[src/hw/rtl/ptb_pkg.sv]
// ----------------------------------------------------------------------------
// ptb_pkg
// Shared types and codes for the periodic timer event bank.
// ----------------------------------------------------------------------------
package ptb_pkg;

   localparam int SLOT_COUNT = 8;
   localparam int SLOT_W     = $clog2(SLOT_COUNT);
   localparam int CNT_W      = $clog2(SLOT_COUNT + 1);

   localparam logic [2:0] ACT_TICK  = 3'd0;
   localparam logic [2:0] ACT_REQ   = 3'd1;
   localparam logic [2:0] ACT_REL   = 3'd2;
   localparam logic [2:0] ACT_OPEN  = 3'd3;
   localparam logic [2:0] ACT_CLOSE = 3'd4;
   localparam logic [2:0] ACT_READ  = 3'd5;

   localparam logic [1:0] KIND_REQ  = 2'd0;
   localparam logic [1:0] KIND_FIRE = 2'd1;
   localparam logic [1:0] KIND_READ = 2'd2;

   typedef struct packed {
      logic [2:0]  action;
      logic [15:0] reload_value;
      logic [15:0] slot_number;
      logic [31:0] seen_ticks;
   } req_type;

   typedef struct packed {
      logic [1:0]  result_kind;
      logic [2:0]  slot_index;
      logic        success;
      logic [31:0] tick_value;
      logic        tick_changed;
      logic        last_result;
   } rsp_type;

   typedef struct packed {
      logic              accept;
      logic              step;
      logic [SLOT_W-1:0] idx;
   } cmd_type;

   typedef struct packed {
      logic out_free;
      logic tick_start;
      logic cur_fire;
   } sts_type;

endpackage

[src/hw/rtl/ptb_ctrl.sv]
// ----------------------------------------------------------------------------
// ptb_ctrl
// Sequencer: accepts one item at a time and walks the slots on a tick.
// ----------------------------------------------------------------------------
module ptb_ctrl (
   input  logic             clock,
   input  logic             reset,
   input  logic             req_valid,
   output logic             req_stall,
   input  ptb_pkg::sts_type sts,
   output ptb_pkg::cmd_type cmd
);

   typedef enum logic {
      ST_IDLE,
      ST_SCAN
   } state_type;

   state_type                  state_ff;
   logic [ptb_pkg::SLOT_W-1:0] idx_ff;
   logic                       accept;
   logic                       step;

   assign req_stall = !(state_ff == ST_IDLE && sts.out_free);
   assign accept    = req_valid && state_ff == ST_IDLE && sts.out_free;
   assign step      = state_ff == ST_SCAN && (!sts.cur_fire || sts.out_free);

   assign cmd.accept = accept;
   assign cmd.step   = step;
   assign cmd.idx    = idx_ff;

   always_ff @(posedge clock) begin
      if (reset) begin
         state_ff <= ST_IDLE;
         idx_ff   <= '0;
      end else begin
         unique case (state_ff)
            ST_IDLE: begin
               idx_ff <= '0;
               if (accept && sts.tick_start) begin
                  state_ff <= ST_SCAN;
               end
            end
            ST_SCAN: begin
               if (step) begin
                  if (idx_ff == ptb_pkg::SLOT_W'(ptb_pkg::SLOT_COUNT - 1)) begin
                     state_ff <= ST_IDLE;
                     idx_ff   <= '0;
                  end else begin
                     idx_ff <= idx_ff + 1'b1;
                  end
               end
            end
            default: state_ff <= ST_IDLE;
         endcase
      end
   end

endmodule

[src/hw/rtl/ptb_dp.sv]
// ----------------------------------------------------------------------------
// ptb_dp
// Slot stores, tick counter, bank flags and the result register.
// ----------------------------------------------------------------------------
module ptb_dp (
   input  logic             clock,
   input  logic             reset,
   input  ptb_pkg::req_type req_payload,
   input  logic             rsp_stall,
   output logic             rsp_valid,
   output ptb_pkg::rsp_type rsp_payload,
   input  ptb_pkg::cmd_type cmd,
   output ptb_pkg::sts_type sts
);

   localparam int N = ptb_pkg::SLOT_COUNT;

   logic [N-1:0]              used_ff, used_in;
   logic [15:0]               cd_ff [N];
   logic [15:0]               cd_in [N];
   logic [15:0]               period_ff [N];
   logic [15:0]               period_in [N];
   logic [N-1:0]              fire_ff, fire_in;
   logic [ptb_pkg::CNT_W-1:0] cnt_ff, cnt_in;
   logic                      running_ff, running_in;
   logic                      open_ff, open_in;
   logic [31:0]               total_ff, total_in;
   logic                      rsp_valid_ff, rsp_valid_in;
   ptb_pkg::rsp_type          rsp_ff, rsp_in;

   logic                      out_free;
   logic [N-1:0]              fire_mask;
   logic [N-1:0]              base_used;
   logic [ptb_pkg::CNT_W-1:0] base_cnt;
   logic                      found;
   logic [ptb_pkg::SLOT_W-1:0] free_idx;
   logic [ptb_pkg::SLOT_W-1:0] rel_idx;
   logic                      more_fire;
   logic                      load;

   assign out_free   = !rsp_valid_ff || !rsp_stall;
   assign rel_idx    = req_payload.slot_number[ptb_pkg::SLOT_W-1:0];

   assign sts.out_free   = out_free;
   assign sts.tick_start = req_payload.action == ptb_pkg::ACT_TICK && running_ff;
   assign sts.cur_fire   = fire_ff[cmd.idx];

   assign rsp_valid   = rsp_valid_ff;
   assign rsp_payload = rsp_ff;

   always_comb begin
      fire_mask = '0;
      more_fire = 1'b0;
      found     = 1'b0;
      free_idx  = '0;
      for (int i = 0; i < N; i++) begin
         fire_mask[i] = used_ff[i] && cd_ff[i] == 16'd1;
         if (i > int'(cmd.idx) && fire_ff[i]) begin
            more_fire = 1'b1;
         end
      end
      base_used = running_ff ? used_ff : '0;
      base_cnt  = running_ff ? cnt_ff : '0;
      for (int i = N - 1; i >= 0; i--) begin
         if (!base_used[i]) begin
            found    = 1'b1;
            free_idx = ptb_pkg::SLOT_W'(i);
         end
      end
   end

   always_comb begin
      used_in    = used_ff;
      cd_in      = cd_ff;
      period_in  = period_ff;
      fire_in    = fire_ff;
      cnt_in     = cnt_ff;
      running_in = running_ff;
      open_in    = open_ff;
      total_in   = total_ff;
      load       = 1'b0;
      rsp_in     = rsp_ff;

      if (cmd.accept) begin
         case (req_payload.action)
            ptb_pkg::ACT_TICK: begin
               if (running_ff) begin
                  total_in   = total_ff + 32'd1;
                  fire_in    = fire_mask;
                  running_in = !(cnt_ff == '0 && !open_ff);
               end
            end
            ptb_pkg::ACT_REQ: begin
               running_in = 1'b1;
               used_in    = base_used;
               cnt_in     = base_cnt;
               if (found) begin
                  used_in[free_idx]   = 1'b1;
                  cd_in[free_idx]     = req_payload.reload_value;
                  period_in[free_idx] = req_payload.reload_value;
                  cnt_in              = base_cnt + 1'b1;
               end
               load   = 1'b1;
               rsp_in = '{result_kind: ptb_pkg::KIND_REQ,
                          slot_index: 3'(free_idx), success: found,
                          tick_value: 32'd0, tick_changed: 1'b0,
                          last_result: 1'b1};
            end
            ptb_pkg::ACT_REL: begin
               if (req_payload.slot_number < 16'(N) && used_ff[rel_idx]) begin
                  used_in[rel_idx] = 1'b0;
                  if (cnt_ff != '0) begin
                     cnt_in = cnt_ff - 1'b1;
                  end
               end
            end
            ptb_pkg::ACT_OPEN: begin
               if (!running_ff) begin
                  used_in    = '0;
                  cnt_in     = '0;
                  running_in = 1'b1;
               end
               if (!open_ff) begin
                  total_in = 32'd0;
               end
               open_in = 1'b1;
            end
            ptb_pkg::ACT_CLOSE: begin
               open_in = 1'b0;
            end
            ptb_pkg::ACT_READ: begin
               load   = 1'b1;
               rsp_in = '{result_kind: ptb_pkg::KIND_READ, slot_index: 3'd0,
                          success: 1'b0,
                          tick_value: open_ff ? total_ff : 32'd0,
                          tick_changed: open_ff && total_ff != req_payload.seen_ticks,
                          last_result: 1'b1};
            end
            default: ;
         endcase
      end

      if (cmd.step) begin
         if (used_ff[cmd.idx]) begin
            cd_in[cmd.idx] = fire_ff[cmd.idx] ? period_ff[cmd.idx]
                                              : cd_ff[cmd.idx] - 16'd1;
         end
         if (fire_ff[cmd.idx]) begin
            load   = 1'b1;
            rsp_in = '{result_kind: ptb_pkg::KIND_FIRE,
                       slot_index: 3'(cmd.idx), success: 1'b0,
                       tick_value: 32'd0, tick_changed: 1'b0,
                       last_result: !more_fire};
         end
      end

      rsp_valid_in = load || (rsp_valid_ff && rsp_stall);
   end

   always_ff @(posedge clock) begin
      if (reset) begin
         used_ff      <= '0;
         fire_ff      <= '0;
         cnt_ff       <= '0;
         running_ff   <= 1'b0;
         open_ff      <= 1'b0;
         total_ff     <= '0;
         rsp_valid_ff <= 1'b0;
      end else begin
         used_ff      <= used_in;
         fire_ff      <= fire_in;
         cnt_ff       <= cnt_in;
         running_ff   <= running_in;
         open_ff      <= open_in;
         total_ff     <= total_in;
         rsp_valid_ff <= rsp_valid_in;
      end
   end

   always_ff @(posedge clock) begin
      cd_ff     <= cd_in;
      period_ff <= period_in;
      rsp_ff    <= rsp_in;
   end

endmodule

[src/hw/rtl/periodic_timer_event_bank_top.sv]
// ----------------------------------------------------------------------------
// periodic_timer_event_bank_top
// Bank of eight periodic event slots with a 32-bit tick counter.
// ----------------------------------------------------------------------------
// Input channel req_valid/req_stall/req_payload carries one action per
// transfer: tick, request, release, open tick, close tick or read tick.
// Result channel rsp_valid/rsp_stall/rsp_payload carries request answers,
// fired-slot reports and tick read answers; last_result marks the final
// result of an action.
// Request, release, open, close and read end with their transfer; a request
// or read answer is presented in the cycle after its transfer.
// A tick on a running bank walks the slots, one per cycle unless a firing
// slot waits on a stalled receiver; it holds the block until the walk ends,
// and each firing slot's report leaves as the walk reaches it.
// A single output register holds a pending result; while the receiver
// stalls, a walk pauses on the next firing slot and no new action is taken.
// Synchronous reset clears the slot use flags, counters, running and open
// flags and the output register; no clearing pass is needed.
// ----------------------------------------------------------------------------
module periodic_timer_event_bank_top (
   input  logic             clock,
   input  logic             reset,
   input  logic             req_valid,
   output logic             req_stall,
   input  ptb_pkg::req_type req_payload,
   output logic             rsp_valid,
   input  logic             rsp_stall,
   output ptb_pkg::rsp_type rsp_payload
);

   ptb_pkg::cmd_type cmd;
   ptb_pkg::sts_type sts;

   ptb_ctrl u_ctrl (
      .clock     (clock),
      .reset     (reset),
      .req_valid (req_valid),
      .req_stall (req_stall),
      .sts       (sts),
      .cmd       (cmd)
   );

   ptb_dp u_dp (
      .clock       (clock),
      .reset       (reset),
      .req_payload (req_payload),
      .rsp_stall   (rsp_stall),
      .rsp_valid   (rsp_valid),
      .rsp_payload (rsp_payload),
      .cmd         (cmd),
      .sts         (sts)
   );

endmodule
[config.mk]
export PLATFORM = sky130hd
export DESIGN_NAME = periodic_timer_event_bank_top
export DESIGN_NICKNAME = d
export VERILOG_FILES = /design/src/hw/rtl/ptb_pkg.sv /design/src/hw/rtl/ptb_ctrl.sv /design/src/hw/rtl/ptb_dp.sv /design/src/hw/rtl/periodic_timer_event_bank_top.sv
export SDC_FILE = /design/constraint.sdc
export NUM_CORES = 1
export LEC_CHECK = 0
export BUFFER_PORTS_ARGS = -buffer_cell sky130_fd_sc_hd__buf_4
export CELL_PAD_IN_SITES_DETAIL_PLACEMENT = 2
export CELL_PAD_IN_SITES_GLOBAL_PLACEMENT = 2
export CORE_UTILIZATION = 40
export DETAILED_ROUTE_END_ITERATION = 8
export PLACE_DENSITY_LB_ADDON = 0.08
export SETUP_SLACK_MARGIN = 0.15
export SYNTH_ARGS = -nofsm -noshare
export SYNTH_HDL_FRONTEND = slang
export SYNTH_SLANG_ARGS = --single-unit
[constraint.sdc]
create_clock -name clock -period 4.3 [get_ports clock]
set_clock_uncertainty 0.15 [all_clocks]
set_input_delay 0.215 -clock clock [delete_from_list [all_inputs] [get_ports clock]]
set_output_delay 0.215 -clock clock [all_outputs]
set_load 0.05 [all_outputs]
==> results.sh, run 1 <==
export IMPL_yosysSeqAreaShare_pct=48.5
export IMPL_rows=75
export IMPL_via_count=14800
export IMPL_slew_headroom_pct=26.1
export IMPL_clock_sinks=355
export IMPL_clk_pin_slew_ns=0.06
export IMPL_cts_tree="built"
export IMPL_cts_root_buffer="clkbuf_16"
export IMPL_track_usage_pct=30.2
export IMPL_drt_wl_total_mm=66.7
export IMPL_synth_async_reset_ratio_pct=0
export IMPL_status="completed"
export IMPL_drive_gt1_share_pct=21.9
export IMPL_fin_crit_ns=3.74
export IMPL_worstMarginPinSlew_ns=1.10
export IMPL_grt_pass1_wl_mm=99.9
export IMPL_crit_type="flop to flop"
export IMPL_cp_start_kind="flop"
export IMPL_num_io_pins=113
export IMPL_hold_viol_final=0
export IMPL_hold_depth=2
export IMPL_avgRoutedWirePerCell_um=27.7
export IMPL_fin_tns_setup_ns=0
export IMPL_synth_cell_type_count=84
export IMPL_syn_avg_cell_area_um2=10.3
export IMPL_postSynthCellCount=1678
export IMPL_clk_latency_ns=0.59
export IMPL_die_h_um=210
export IMPL_firstDrtPassIters=7
export IMPL_grt_max_degree=60
export IMPL_synth_edff_count=128
export IMPL_rsz0062_at_grt="false"
export IMPL_syn_area_um2=17300
export IMPL_max_cap_violations=0
export IMPL_regArea_um2=8400
export IMPL_ys_seq_elements=355
export IMPL_slew_viol_final=0
export IMPL_grt_pass1_vias=15800
export IMPL_postCtsResizedCells=0
export IMPL_critPathCaptureType="flop"
export IMPL_finalSetupViolCount=0
export IMPL_power_uw=7900
export IMPL_chipWidth_um=210
export IMPL_numCtsBuffers=42
export IMPL_cp_required_ns=4.57
export IMPL_diodes=0
export IMPL_fin_util_pct=48.6
export IMPL_pwr_density_cell_nw_per_um2=384
export IMPL_initial_utilization_pct=40.9
export IMPL_place_area_um2=19000
export IMPL_grt_ovfl_total=0
export IMPL_filler_cell_count=4353
export IMPL_drc_errors=0
export IMPL_core_um2=42300
export IMPL_port_buffers=112
export IMPL_syn_nets=1757
export IMPL_arrival_ns=4.01
export IMPL_synth_ff_type="dfxtp_1"
export IMPL_htreeDepth=2
export IMPL_yosysWarnings=0
export IMPL_yosys_area_top_type="dfxtp_1"
export IMPL_areaGrowthSynthToFinish_pct=18.8
export IMPL_place_congestion=0.897
export IMPL_synth_area_leaders="dfxtp_1, edfxtp_1, mux2_2"
export IMPL_dpl_hpwl_mm=45.7
export IMPL_nNetsFinal=1882
export IMPL_vias_per_cell=6.15
export IMPL_antenna_found_initial=1
export IMPL_synth_top_area_share_pct=26.3
export IMPL_drt_initial_drc_count=1241
export IMPL_design_area_um2=20600
export IMPL_ant_nets=0
export IMPL_max_freq_mhz=267
export IMPL_clockBufferDepth=3
export IMPL_period_share_pct=87.0
export IMPL_ir_worst_vdd_mv=0.239
export IMPL_rr_worst_depth=6
export IMPL_p_leak_uw=0.00714
export IMPL_path_max_fanout=40
export IMPL_min_path_type="primary input to flop"
export IMPL_multiInputGateArea_um2=8450
export IMPL_dieArea_um2=44100
layout by cell type, fill, tap and decap left out, types with 6 or more instances in the layout:
cell and n:
dfxtp_1 224, a21oi_1 176, nor2_1 175, buf_4 174, edfxtp_1 128, mux2_2 84, nand2_1 76, a211oi_1 63
a22oi_1 50, o21ai_0 45, mux2i_1 44, clkbuf_16 43, nor2b_1 38, nor4_1 38, xor2_1 35, and2_1 31
mux4_2 29, nand3_1 29, nand4_1 21, a221oi_1 21, dlygate4sd3_1 21, nor3_1 18, inv_1 17, clkbuf_1 16
and3_1 12, nand2b_1 10, nand3b_1 10, a21oi_2 10, nor3_2 9, or3_1 9, o22ai_1 9, o21ai_1 8
ha_1 8, a31oi_1 7, mux4_1 7, o211ai_1 7, a311oi_1 6, clkinv_2 6
worst max-delay path, stage by stage, from the launching register on:
cell and delay, ns:
dfxtp_4 0.72, mux2i_1 0.20, mux4_1 0.61, nand2_1 0.64, o211ai_1 0.48, o21ai_1 0.59
a21oi_1 0.16
registers in the layout (all words and copies together), names as in the netlist:
register / count
u_dp.cnt_ff: 4
u_dp.cd_ff: 128
u_dp.rsp_payload: 40
u_dp.period_ff: 128
u_ctrl.state_ff: 1
u_dp.rsp_valid: 1
u_dp.used_ff: 8
u_dp.fire_ff: 8
u_dp.open_ff: 1
u_dp.total_ff: 32
u_ctrl.idx_ff: 3
u_dp.running_ff: 1
worst paths after layout:
path | start | endpoint | slack [ns]
worst max-delay path | u_ctrl.idx_ff[2] | u_dp.cd_ff[98] | 0.56
worst min-delay path | reset | u_dp.total_ff[3] | 0.02
worst max register to register | u_ctrl.idx_ff[2] | u_dp.cd_ff[98] | 0.56
worst min register to register | u_dp.rsp_payload[38] | u_dp.rsp_payload[38] | 0.32
cells by family (layout without fill, tap and decap cells):
| logic type | after synthesis | after routing | synth area share, % |
|---|---|---|---|
| adder cells (fa/ha/maj) | 8 | 8 | 0.578 |
| flip-flops | 355 | 355 | 48.5 |
| AND/OR/NAND/NOR | 525 | 525 | 15.8 |
| AO/OA/AOI/OAI | 448 | 448 | 16.8 |
| XOR/XNOR | 40 | 40 | 2.02 |
| buffers and inverters | 136 | 294 | 3.29 |
| multiplexers | 166 | 166 | 13.0 |
power breakdown:
group	internal [µW]	switching (µW)
Sequential	3530	54.8
Combinational	288	495
Clock	2070	1460
what timing repair did:
item / in CTS / in global routing
buffers inserted: 0 / 0
hold buffers: 21 / 0
hold endpoints to repair: 193 / 0
per-layer routing:
metal / up-vias / part of all wire, % / global-route usage (%)
li1: 6618 / - / -
met1: 7677 / 44 / 40.9
met2: 430 / 47 / 49.4
met3: 108 / 5.3 / 4.29
met4: 0 / 3.0 / 10.5
met5: - / 0 / 0
through the flow:
step	hold WS [ns]	instances	setup slack [ns]
finish	0.0198	2413	0.560
global route	0.0543	2413	0.449
CTS	0.00543	2413	0.620
detailed placement	0.301	2315	0.631
global placement	0.286	2315	0.727
floorplan	0.164	1678	0.724
layout make-up:
cell class              count  area share [%]
repair buffers            198            7.67
multi-input cells        1187            41.1
inverters                  19           0.347
flip-flops and latches    355            40.9
clock inverters            16           0.840
clock buffers              61            5.66
well taps                 577            3.51
cells in the mapped netlist, types with 9 or more instances:
cell type	count
a211oi_1	63
nand4_1	21
edfxtp_1	128
nand2b_1	11
buf_2	23
and3_1	13
clkbuf_1	84
mux4_2	29
and2_1	31
mux2i_1	44
nor3_1	26
nand3_1	29
mux2_2	84
nor2b_1	38
nor2_1	176
a22oi_1	50
or3_1	9
a21oi_1	176
xor2_1	35
o22ai_1	9
a21oi_2	10
nand2_1	76
a221oi_1	21
nand3b_1	10
inv_1	17
o21ai_0	45
nor4_1	39
dfxtp_1	227
(Power assumes the default switching activity.)
==> inputs of run 2 (changes only) <==
Settings changed: BUFFER_PORTS_ARGS -buffer_cell sky130_fd_sc_hd__buf_4 to -buffer_cell sky130_fd_sc_hd__buf_2, CAP_MARGIN set to 20.
==> run 2 against run 1 <==
Via count is 1.1% higher. Clock power is 6.2% higher. Critical path depth is 2 higher. Worst hold slack better by 0.038 ns. Global-route usage is 0.71 points higher. Final area is 0.94% lower. Core utilization is 0.46 points lower. Non-clock buffer count is 1 lower. First-iteration DRC count is 17% lower. Register-to-register slack worse by 0.02 ns. Wire length is 1.9% higher. Critical path type unchanged.
==> results.sh, run 2 (same netlist as run 1, synthesis figures left out) <==
export IMPL_dieArea_um2=44100
export IMPL_postCtsHoldBufs=21
export IMPL_cts_setup_buffers=0
export IMPL_slew_headroom_pct=30.3
export IMPL_vias_per_cell=6.21
export IMPL_ir_worst_vdd_mv=0.223
export IMPL_min_path_type="primary input to flop"
export IMPL_port_buffers=112
export IMPL_fin_crit_ns=3.76
export IMPL_drc_errors=0
export IMPL_drive_gt1_share_pct=22.3
export IMPL_ant_nets=0
export IMPL_path_max_fanout=28
export IMPL_place_congestion=0.890
export IMPL_place_ws_ns=0.662
export IMPL_track_usage_pct=30.9
export IMPL_core_um2=42300
export IMPL_p_leak_uw=0.00714
export IMPL_clockBufferDepth=3
export IMPL_numCtsBuffers=43
export IMPL_final_common_cell="dfxtp_1"
export IMPL_crit_type="flop to flop"
export IMPL_clk_latency_ns=0.57
export IMPL_cts_tree="built"
export IMPL_cp_top_family="compound AO/OA/AOI/OAI gates"
export IMPL_period_share_pct=87.5
export IMPL_drt_wl_total_mm=68.0
export IMPL_crit_buf_inv=1
export IMPL_max_cap_violations=0
export IMPL_slew_viol_final=0
export IMPL_rsz0062_at_grt="false"
export IMPL_firstDrtPassIters=5
export IMPL_via_count=15000
export IMPL_postCtsResizedCells=0
export IMPL_dp_cells=2313
export IMPL_critPathMaxStageDelay_ns=0.71
export IMPL_num_io_pins=113
export IMPL_hold_viol_final=0
export IMPL_avgRoutedWirePerCell_um=28.2
export IMPL_fin_ws_ns=0.538
export IMPL_path_cells="buf_4, nor2b_1, a22oi_1, o22ai_1, nor2_1, a31o_2, a31oi_4, a21oi_1"
export IMPL_nNetsFinal=1882
export IMPL_pwr_density_cell_nw_per_um2=397
export IMPL_antenna_found_initial=1
export IMPL_rows=75
export IMPL_die_h_um=210
export IMPL_cp_required_ns=4.59
export IMPL_cp_start_kind="flop"
export IMPL_drt_initial_drc_count=1036
export IMPL_areaGrowthSynthToFinish_pct=17.6
export IMPL_arrival_ns=4.05
export IMPL_grt_ovfl_total=0
export IMPL_critPathCaptureType="flop"
export IMPL_grt_max_degree=47
export IMPL_clock_sinks=355
export IMPL_final_cell_mix="dfxtp_1, a21oi_1, nor2_1"
export IMPL_slowest_stage="dfxtp_4"
export IMPL_initial_utilization_pct=40.9
export IMPL_status="completed"
export IMPL_htreeDepth=2
export IMPL_worstMarginPinSlew_ns=1.04
export IMPL_grt_pass1_wl_mm=103
export IMPL_finalSetupViolCount=0
export IMPL_layoutNonFillerInstCount=2414
export IMPL_fin_tns_setup_ns=0
export IMPL_dpl_hpwl_mm=45.7
export IMPL_max_freq_mhz=266
export IMPL_clk_pin_slew_ns=0.06
export IMPL_chipWidth_um=210
export IMPL_grt_pass1_vias=16000
export IMPL_cts_root_buffer="clkbuf_16"
export IMPL_diodes=0
run 2: cell count changes in the layout (fill, tap and decap cells not counted), sizes merged:
cell	previous run	this run
buf	177	176
bufinv	3	4
clkbuf	61	60
clkinv	11	14
inv	20	19
run 2: final timing paths:
path	start	to	slack [ns]	depth (start not counted)
setup reg to reg	u_ctrl.idx_ff[1]	u_dp.cd_ff[110]	0.54	8
hold / removal	req_payload[32]	u_dp.used_ff[5]	0.06	4
hold reg to reg	u_dp.rsp_payload[38]	u_dp.rsp_payload[38]	0.31	2
setup / recovery	u_ctrl.idx_ff[1]	u_dp.cd_ff[110]	0.54	8
run 2: worst register-to-register path: stages (launching register included):
cell and delay (ns):
dfxtp_4 0.71, buf_4 0.44, nor2b_1 0.66, a22oi_1 0.22, o22ai_1 0.55, nor2_1 0.15
a31o_2 0.29, a31oi_4 0.33, a21oi_1 0.13
run 2: power by group:
part	leakage, µW	internal, µW	total [µW]	switching [µW]
combinational	0.00344	261	757	496
sequential	0.00299	3530	3580	51.9
clock	0.000715	2270	3750	1480
run 2: routing by layer:
metal / vias to the layer above / global-route usage, % / share of wire [%]
li1: 6609 / - / -
met2: 403 / 50.6 / 48
met5: - / 0 / 0
met1: 7854 / 41.6 / 44
met4: 0 / 11.7 / 3.2
met3: 134 / 4.28 / 4.9
run 2: layout make-up:
type	instances	area [µm²]
timing repair buffer	197	1270
sequential	355	8400
clock inverter	19	195
multi-input combinational	1187	8450
tap	577	722
inverter	19	71.3
clock buffer	60	1250
fill	4374	22000
run 2: stage by stage:
step	power (µW)	cell area (µm²)	util (%)	hold slack (ns)
finish	8090	20400	48.1	0.0574
global route	8320	20400	48.1	0.110
CTS	8150	20400	48.1	0.0416
detailed placement	4370	18700	44.2	0.299
global placement	4340	18700	44.2	0.283
floorplan	4080	17300	-	0.164
==> inputs of run 3 (changes only) <==
--- a/config.mk
+++ b/config.mk
@@ -10,4 +10,5 @@
 export CELL_PAD_IN_SITES_DETAIL_PLACEMENT = 2
 export CELL_PAD_IN_SITES_GLOBAL_PLACEMENT = 2
+export CORE_MARGIN = 2
 export CORE_UTILIZATION = 40
 export DETAILED_ROUTE_END_ITERATION = 8
==> constraint.sdc (replaced) <==
create_clock -name clock -period 4.3 [get_ports clock]
set_clock_uncertainty 0.15 [all_clocks]
set_input_delay 0 -clock clock [delete_from_list [all_inputs] [get_ports clock]]
set_output_delay 0 -clock clock [all_outputs]
set_load 0.05 [all_outputs]
==> run 3 against run 2 <==
First-iteration DRC count up 27%. Clock power fell by 5%. Die area up 1.9%. Worst hold slack worse by 0.033 ns. Wire length fell by 0.15%. Sequential share of layout area shrank 0.19 points. Global-route usage fell by 0.31 points. Clock-buffer cell count did not move. Register-to-register slack lost 0.10 ns.
==> results.sh, run 3 (same netlist as run 1, synthesis figures left out) <==
export IMPL_dpl_hpwl_mm=45.0
export IMPL_place_congestion=0.894
export IMPL_core_um2=42900
export IMPL_clk_pin_slew_ns=0.05
export IMPL_critPathMaxStageDelay_ns=0.84
export IMPL_num_io_pins=113
export IMPL_drive_gt1_share_pct=21.9
export IMPL_nNetsFinal=1891
export IMPL_place_ws_ns=0.511
export IMPL_fin_crit_ns=3.86
export IMPL_slowest_stage="dfxtp_4"
export IMPL_grt_pass1_vias=15900
export IMPL_cp_top_family="simple AND/OR/NAND/NOR gates"
export IMPL_p_leak_uw=0.00714
export IMPL_grt_max_degree=53
export IMPL_arrival_ns=4.14
export IMPL_worstMarginPinSlew_ns=1.02
export IMPL_fin_ws_ns=0.438
export IMPL_cp_required_ns=4.58
export IMPL_port_buffers=112
export IMPL_filler_cell_count=4439
export IMPL_hold_end="u_dp.used_ff[1]"
export IMPL_clockBufferDepth=3
export IMPL_die_h_um=212
export IMPL_max_cap_violations=0
export IMPL_chipWidth_um=212
export IMPL_clk_latency_ns=0.59
export IMPL_postCtsHoldBufs=34
export IMPL_path_cells="mux4_1, mux2i_1, nand4_2, nor4b_4, nand3_1, a31oi_2, a21oi_1"
export IMPL_avgRoutedWirePerCell_um=27.9
export IMPL_path_max_fanout=46
export IMPL_grt_pass1_wl_mm=103
export IMPL_antenna_found_initial=0
export IMPL_fin_tns_setup_ns=0
export IMPL_grt_ovfl_total=0
export IMPL_slew_headroom_pct=31.8
export IMPL_layoutNonFillerInstCount=2432
export IMPL_drt_initial_drc_count=1319
export IMPL_initial_utilization_pct=40.4
export IMPL_cts_root_buffer="clkbuf_16"
export IMPL_power_uw=7890
export IMPL_final_cell_mix="dfxtp_1, a21oi_1, nor2_1"
export IMPL_dp_cells=2319
export IMPL_postCtsResizedCells=0
export IMPL_r2r_setup_slack_ns=0.44
export IMPL_numCtsBuffers=42
export IMPL_critPathCaptureType="flop"
export IMPL_cts_tree="built"
export IMPL_hold_depth=5
export IMPL_final_common_cell="dfxtp_1"
export IMPL_slew_viol_final=0
export IMPL_rr_worst_depth=7
export IMPL_rows=76
export IMPL_dieArea_um2=44900
export IMPL_clock_sinks=355
export IMPL_hold_viol_final=0
export IMPL_crit_type="flop to flop"
export IMPL_areaGrowthSynthToFinish_pct=18.2
export IMPL_rsz0062_at_grt="false"
export IMPL_worstHoldStart="req_payload[65]"
export IMPL_period_share_pct=89.8
export IMPL_ir_worst_vdd_mv=0.246
export IMPL_max_freq_mhz=259
export IMPL_cp_start_kind="flop"
export IMPL_min_path_type="primary input to flop"
export IMPL_track_usage_pct=30.6
export IMPL_regToRegStartpoint="u_ctrl.idx_ff[1]"
export IMPL_via_count=14900
export IMPL_ant_nets=0
export IMPL_drc_errors=0
export IMPL_finalSetupViolCount=0
export IMPL_crit_buf_inv=0
export IMPL_firstDrtPassIters=5
export IMPL_vias_per_cell=6.13
export IMPL_status="completed"
export IMPL_pwr_density_cell_nw_per_um2=386
export IMPL_rr_endpoint="u_dp.cd_ff[27]"
export IMPL_drt_wl_total_mm=67.9
export IMPL_htreeDepth=2
export IMPL_cts_setup_buffers=0
## run 3: worst reg2reg max path, stage by stage (launching register included)
cell	delay, ns
dfxtp_4	0.84
mux4_1	0.72
mux2i_1	0.32
nand4_2	0.22
nor4b_4	0.61
nand3_1	0.18
a31oi_2	0.55
a21oi_1	0.14
## run 3: report_power, final
part / internal, µW / switching [µW] / leakage (µW)
Sequential: 3530 / 50.6 / 0.00299
Combinational: 266 / 497 / 0.00349
Clock: 2040 / 1510 / 0.000659
## run 3: routing by layer
layer  track usage (%)  share of wire [%]  up-vias
li1                  -                  -     6624
met1              42.0                 45     7742
met2              49.3                 47      432
met3              4.77                5.5      119
met4              10.1                3.1        0
met5                 0                  0        -
## run 3: worst max-delay path by stage
| stage | start | endpoint | slack (ns) | depth (start not counted) |
|---|---|---|---|---|
| after floorplan | u_dp.rsp_valid | u_dp.period_ff[48] | 0.72 | 5 |
| after global placement | u_ctrl.idx_ff[1] | u_dp.cd_ff[75] | 0.62 | 7 |
| after detailed placement | u_ctrl.idx_ff[1] | u_dp.cd_ff[27] | 0.51 | 7 |
| after CTS | u_ctrl.idx_ff[1] | u_dp.cd_ff[27] | 0.50 | 7 |
| after global routing | u_ctrl.idx_ff[1] | u_dp.cd_ff[27] | 0.24 | 7 |
| final | u_ctrl.idx_ff[1] | u_dp.cd_ff[27] | 0.44 | 7 |
## run 3: final cells by class
| type | count | area [µm²] | share of cell area [%] |
|---|---|---|---|
| antenna | 1 | 2.50 | 0.0122 |
| sequential | 355 | 8400 | 41.1 |
| tap | 585 | 732 | 3.58 |
| multi-input combinational | 1187 | 8450 | 41.3 |
| inverter | 19 | 71.3 | 0.349 |
| clock buffer | 60 | 1180 | 5.77 |
| clock inverter | 18 | 161 | 0.789 |
| timing repair buffer | 207 | 1460 | 7.13 |
## run 3: per-stage QoR
stage | util, % | area, µm² | hold slack, ns
6_report | 47.7 | 20500 | 0.0246
5_1_grt | 47.7 | 20400 | 0.0801
4_1_cts | 47.7 | 20400 | 0.0129
3_5_place_dp | 43.8 | 18800 | 0.252
3_3_place_gp | 43.8 | 18800 | 0.215
2_1_floorplan | - | 17300 | -0.0511
